==> src/hdl/bfteh_pkg.sv <==
// shared types and constants for the two-ended best-fit heap unit
package bfteh_pkg;

  localparam int unsigned RECORDS_DEF = 64;
  localparam int unsigned PAGE_BITS_DEF = 12;
  localparam int unsigned META_BYTES_DEF = 40;

  localparam int unsigned ADDR_W = 48;
  localparam int unsigned SIZE_W = 44;
  localparam int unsigned REQ_W = 32;
  localparam int unsigned STAMP_W = 32;
  localparam int unsigned CFG_IDX_W = 2;

  localparam logic [1:0] REQ_ALLOC_BYTES = 2'd0;
  localparam logic [1:0] REQ_FREE_SMALL = 2'd1;
  localparam logic [1:0] REQ_ALLOC_PAGES = 2'd2;
  localparam logic [1:0] REQ_FREE_PAGES = 2'd3;

  localparam logic [2:0] ST_REUSED = 3'd0;
  localparam logic [2:0] ST_CARVED = 3'd1;
  localparam logic [2:0] ST_NOT_READY = 3'd2;
  localparam logic [2:0] ST_NO_MEMORY = 3'd3;
  localparam logic [2:0] ST_TABLE_FULL = 3'd4;
  localparam logic [2:0] ST_FREE_DONE = 3'd5;

  localparam logic [CFG_IDX_W-1:0] CFG_POOL_BASE = 2'd0;
  localparam logic [CFG_IDX_W-1:0] CFG_POOL_END = 2'd1;
  localparam logic [CFG_IDX_W-1:0] CFG_HEAP_ENABLE = 2'd2;

  typedef enum logic [1:0] {
    UPD_NONE,
    UPD_USE,
    UPD_FREE,
    UPD_NEW
  } upd_op_t;

  typedef struct packed {
    upd_op_t op;
    logic kind;
    logic [ADDR_W-1:0] addr;
    logic [SIZE_W-1:0] size;
    logic [STAMP_W-1:0] stamp;
  } upd_t;

  typedef struct packed {
    logic vld;
    logic is_free;
    logic kind;
    logic [SIZE_W-1:0] size;
    logic [ADDR_W-1:0] addr;
    logic found;
    logic [SIZE_W-1:0] best_size;
    logic [STAMP_W-1:0] best_age;
    logic [ADDR_W-1:0] best_addr;
  } query_t;

endpackage

==> src/hdl/bfteh_cell.sv <==
// one record cell: holds a record and refines the passing search query
module bfteh_cell #(
  parameter int unsigned IDX_W = 6,
  parameter logic [IDX_W-1:0] INDEX = '0
) (
  input  logic clk,
  input  logic rst_n,
  input  logic init,
  input  bfteh_pkg::upd_t upd,
  input  logic [IDX_W-1:0] upd_idx,
  input  logic [bfteh_pkg::STAMP_W-1:0] cur_counter,
  input  bfteh_pkg::query_t q_in,
  input  logic [IDX_W-1:0] idx_in,
  output bfteh_pkg::query_t q_out,
  output logic [IDX_W-1:0] idx_out
);
  import bfteh_pkg::*;

  logic valid_r, used_r, page_r;
  logic [ADDR_W-1:0] addr_r;
  logic [SIZE_W-1:0] size_r;
  logic [STAMP_W-1:0] stamp_r;
  query_t q_r, q_nxt;
  logic [IDX_W-1:0] idx_r, idx_nxt;
  logic [STAMP_W-1:0] age;
  logic fit, better, match, sel;

  always_comb begin
    age = cur_counter - stamp_r;
    fit = valid_r && !used_r && (page_r == q_in.kind) && (size_r >= q_in.size);
    better = !q_in.found || (size_r < q_in.best_size) ||
             ((size_r == q_in.best_size) && (age < q_in.best_age));
    match = valid_r && used_r && (page_r == q_in.kind) && (addr_r == q_in.addr) &&
            !q_in.found;
    sel = q_in.is_free ? match : (fit && better);
    q_nxt = q_in;
    idx_nxt = idx_in;
    if (q_in.vld && sel) begin
      q_nxt.found = 1'b1;
      q_nxt.best_size = size_r;
      q_nxt.best_age = age;
      q_nxt.best_addr = addr_r;
      idx_nxt = INDEX;
    end
  end

  always_ff @(posedge clk) begin
    if (!rst_n || init) begin
      valid_r <= 1'b0;
      used_r <= 1'b0;
      page_r <= 1'b0;
      q_r <= '0;
      idx_r <= '0;
    end else begin
      q_r <= q_nxt;
      idx_r <= idx_nxt;
      if (upd_idx == INDEX) begin
        unique case (upd.op)
          UPD_USE: used_r <= 1'b1;
          UPD_FREE: used_r <= 1'b0;
          UPD_NEW: begin
            valid_r <= 1'b1;
            used_r <= 1'b1;
            page_r <= upd.kind;
          end
          default: ;
        endcase
      end
    end
  end

  always_ff @(posedge clk) begin
    if (upd_idx == INDEX) begin
      if (upd.op == UPD_NEW) begin
        addr_r <= upd.addr;
        size_r <= upd.size;
        stamp_r <= '0;
      end else if (upd.op == UPD_FREE) begin
        stamp_r <= upd.stamp;
      end
    end
  end

  assign q_out = q_r;
  assign idx_out = idx_r;

`ifndef SYNTHESIS
  a_free_first: assert property (@(posedge clk) disable iff (!rst_n)
    (q_in.vld && q_in.is_free && q_in.found) |=> (idx_r == $past(idx_in)))
    else $error("free match moved past first hit");
  a_new_valid: assert property (@(posedge clk) disable iff (!rst_n)
    (upd.op == UPD_NEW && upd_idx == INDEX && !init) |=> valid_r)
    else $error("new record not marked valid");
  a_use_needs_valid: assert property (@(posedge clk) disable iff (!rst_n)
    (upd.op == UPD_USE && upd_idx == INDEX) |-> valid_r)
    else $error("reuse of invalid record");
`endif
endmodule

==> config.mk <==
export PLATFORM = sky130hd
export DESIGN_NAME = bfteh_cell
export DESIGN_NICKNAME = d
export VERILOG_FILES = /design/src/hdl/bfteh_pkg.sv /design/src/hdl/bfteh_cell.sv
export SDC_FILE = /design/constraint.sdc
export NUM_CORES = 1
export LEC_CHECK = 0
export BUFFER_PORTS_ARGS = -buffer_cell sky130_fd_sc_hd__buf_2
export CORE_ASPECT_RATIO = 1.4
export CORE_MARGIN = 5
export CORE_UTILIZATION = 30
export CTS_BUF_LIST = sky130_fd_sc_hd__clkbuf_16
export DETAILED_ROUTE_END_ITERATION = 16
export GPL_TIMING_DRIVEN = 1
export HOLD_SLACK_MARGIN = 0.05
export PLACE_DENSITY = 0.64
export SLEW_MARGIN = 30
export SYNTH_ARGS = -nofsm -noshare
export SYNTH_HDL_FRONTEND = slang
export SYNTH_SLANG_ARGS = --single-unit
==> constraint.sdc <==
create_clock -name clk -period 15.6 [get_ports clk]
set_input_delay 3.12 -clock clk [delete_from_list [all_inputs] [get_ports clk]]
set_output_delay 3.12 -clock clk [all_outputs]
set_load 0.01 [all_outputs]
==> out/metrics.csv <==
metric,value,unit
status,finished clean,
Area contributors post-synth,"dfxtp_1, edfxtp_1, ha_1",
CP endpoint kind,register,
Total GRT Usage,0.201,
vias in the first global route,14500,
Post-DP Area,20200,um2
Mean Syn Cell Area,10.7,um2
"Worst Setup Slack, final",6.96,ns
Clock Path Buffers,3,
"Core Util, Final",0.395,
Worst Path Required,16.01,ns
initial antenna violation count,30,
cell area after synthesis,16400,um2
chip width,207,um
dpl hpwl,52000,um
I/O Buffers,619,
Remaining DRCs,0,
Final Hold Viols,0,
GR Overflow Total,0,
Synth top area share,0.280,
area delta synth->final,30.5,%
synth unique cells,63,
Setup TNS,0,ns
P per Cell Area,98.3,nW/um2
CTS H-Tree Depth,2,
CP startpoint kind,primary input,
Cells after Synth,1530,
final critical-path required period,8.64,ns
Clock Skew,0.0295,ns
first-pass GRT wire length,90800,um
CTS tree,yes,
Synth Warn #,0,
Worst EP arrival,9.05,ns
critical path type,primary input to register,
Core Rows,101,
Post-CTS Resized,0,
via count,13900,
FMAX,116,MHz
Post-synth EDFFs,124,
I/O Pins,620,
root buffer cell,clkbuf_16,
Via density,4.75,
Placeable Area,54100,um2
final slew viol count,0,
worst slack at placement,6.42,ns
DR iter-0 viols,710,
die area,59400,um2
"Clk Latency, worst-skew pair",0.56,ns
final worst-path cycle share,0.554,
worst-path fanout max,50,
Worst VDD drop,0.0000718,V
drt wl/cell,21.5,um
GPL Wtd Cong,0.930,
Routed Antenna Nets,0,
final setup violating endpoints,0,
nets,2698,
post-synthesis sequential area ratio,0.508,
chip height,286,um
unrepaired setup endpoints after global routing,no,
CTS Buf Count,38,
Seq cells post-synth,353,
hold_buf cts,0,
clk sinks,353,
Hold Crit Class,register to register,
fin area,21400,um2
post-CTS repair timing setup buffer count,0,
max cap viols,0,
Synth Flop Type,dfxtp_1,
Syn Nets,2075,
Clock transition at path regs,0.06,ns
Yosys top cell by area,dfxtp_1,
Worst Hold Slack,0.467,ns
drt first pass iters,5,
share of cells above drive strength 1,0.317,
routed wire length,62800,um
leakage,0.0102,uW
Fillers,5368,
Initial Util,0.303,
Rel. slew slack,0.338,
asr flop ratio synth,0,
largest net degree at the start of global routing,71,
slew at the pin with the worst max-slew slack,0.993,ns
-- critical path: stages --
cell	delay, ns
buf_2	0.10
inv_1	0.04
ha_1	0.17
inv_1	0.06
fa_1	0.42
a211oi_1	0.34
o21ai_0	0.33
nand3_1	0.27
a21oi_1	0.13
o21ai_0	0.31
nand2b_1	0.14
a311oi_1	0.34
xnor2_1	0.24
ha_1	0.31
nor2b_1	0.13
o21ai_0	0.16
nand3_1	0.09
nor4_1	0.21
o41ai_1	0.18
a31oi_4	0.21
buf_4	0.45
buf_4	0.79
mux2i_1	0.29
nor2_1	0.06
-- Yosys cell counts, types with 13 or more instances --
cell type    n
nor3_1      13
o21a_1      15
nand3_1     21
o21ai_0     18
a21oi_1     65
mux2i_1    120
inv_1      163
edfxtp_1   124
ha_1       150
xnor2_1     19
dfxtp_1    229
nor4_1      14
and2_1      88
a21o_1      21
nor2_1     196
nand2_1     40
xor2_1      54
clkbuf_1    30
nand4_1     26
-- power breakdown --
part           leakage (uW)  switching, uW  internal [uW]
Combinational       0.00663            142            111
Sequential          0.00298           8.49            977
Clock              0.000618            394            469
Total                0.0102            544           1560
-- metal layers --
layer,up-vias,part of all wire,GRT usage
met1,6582,0.36,0.208
li1,6554,-,-
met4,18,0.035,0.0685
met3,127,0.083,0.0658
met5,-,0.0022,0
met2,588,0.52,0.379
-- cells in the final DEF (no fill, tap or decap), types with 26 or more instances in the layout --
| cell | synthesis | layout |
|---|---|---|
| ha_1 | 150 | 150 |
| and2_1 | 88 | 88 |
| nor2_1 | 196 | 196 |
| buf_2 | 2 | 619 |
| xor2_1 | 54 | 54 |
| inv_1 | 163 | 171 |
| a21oi_1 | 65 | 65 |
| nand2_1 | 40 | 40 |
| edfxtp_1 | 124 | 124 |
| nand4_1 | 26 | 26 |
| dfxtp_1 | 229 | 229 |
| mux2i_1 | 120 | 120 |
| clkbuf_16 | 0 | 40 |
-- final timing paths --
kind | from | to | slack, ns | cells after the start
max | cur_counter[0] | q_out[41] | 6.96 | 24
min | valid_r | valid_r | 0.47 | 1
max reg2reg | stamp_r[1] | q_out[41] | 9.30 | 22
min reg2reg | valid_r | valid_r | 0.47 | 1
-- cell families after synthesis --
logic type | count (synthesis) | share of synthesized area
AOI/OAI and AO/OA | 194 | 0.0803
xor gates and xnor gates | 73 | 0.0391
adders and majority gates | 151 | 0.116
buffers and inverters | 207 | 0.0552
DFF | 353 | 0.508
muxes | 120 | 0.0734
and+or+nand+nor | 432 | 0.129
-- cell type report --
type	instances	area [um2]	area share
Inverter	163	614	0.0288
Multi-Input combinational cell	970	7170	0.336
Tap cell	721	902	0.0422
Clock inverter	30	170	0.00797
Timing Repair Buffer	627	3160	0.148
Clock buffer	40	1000	0.0469
Sequential cell	353	8310	0.389
Antenna cell	14	35.0	0.00164
-- metrics by stage --
step,std cells,power (uW)
after CTS,2904,2130
after global routing,2914,2190
after detailed placement,2834,1260
after global placement,2834,1250
after floorplan,1530,1130
final,2918,2100
-- flip-flops by register name (all words and copies together) (netlist names) --
register,cells
q_out,220
addr_r,48
size_r,44
stamp_r,32
idx_out,6
page_r,1
used_r,1
valid_r,1
No activity file was read; power rests on OpenSTA's default activity.
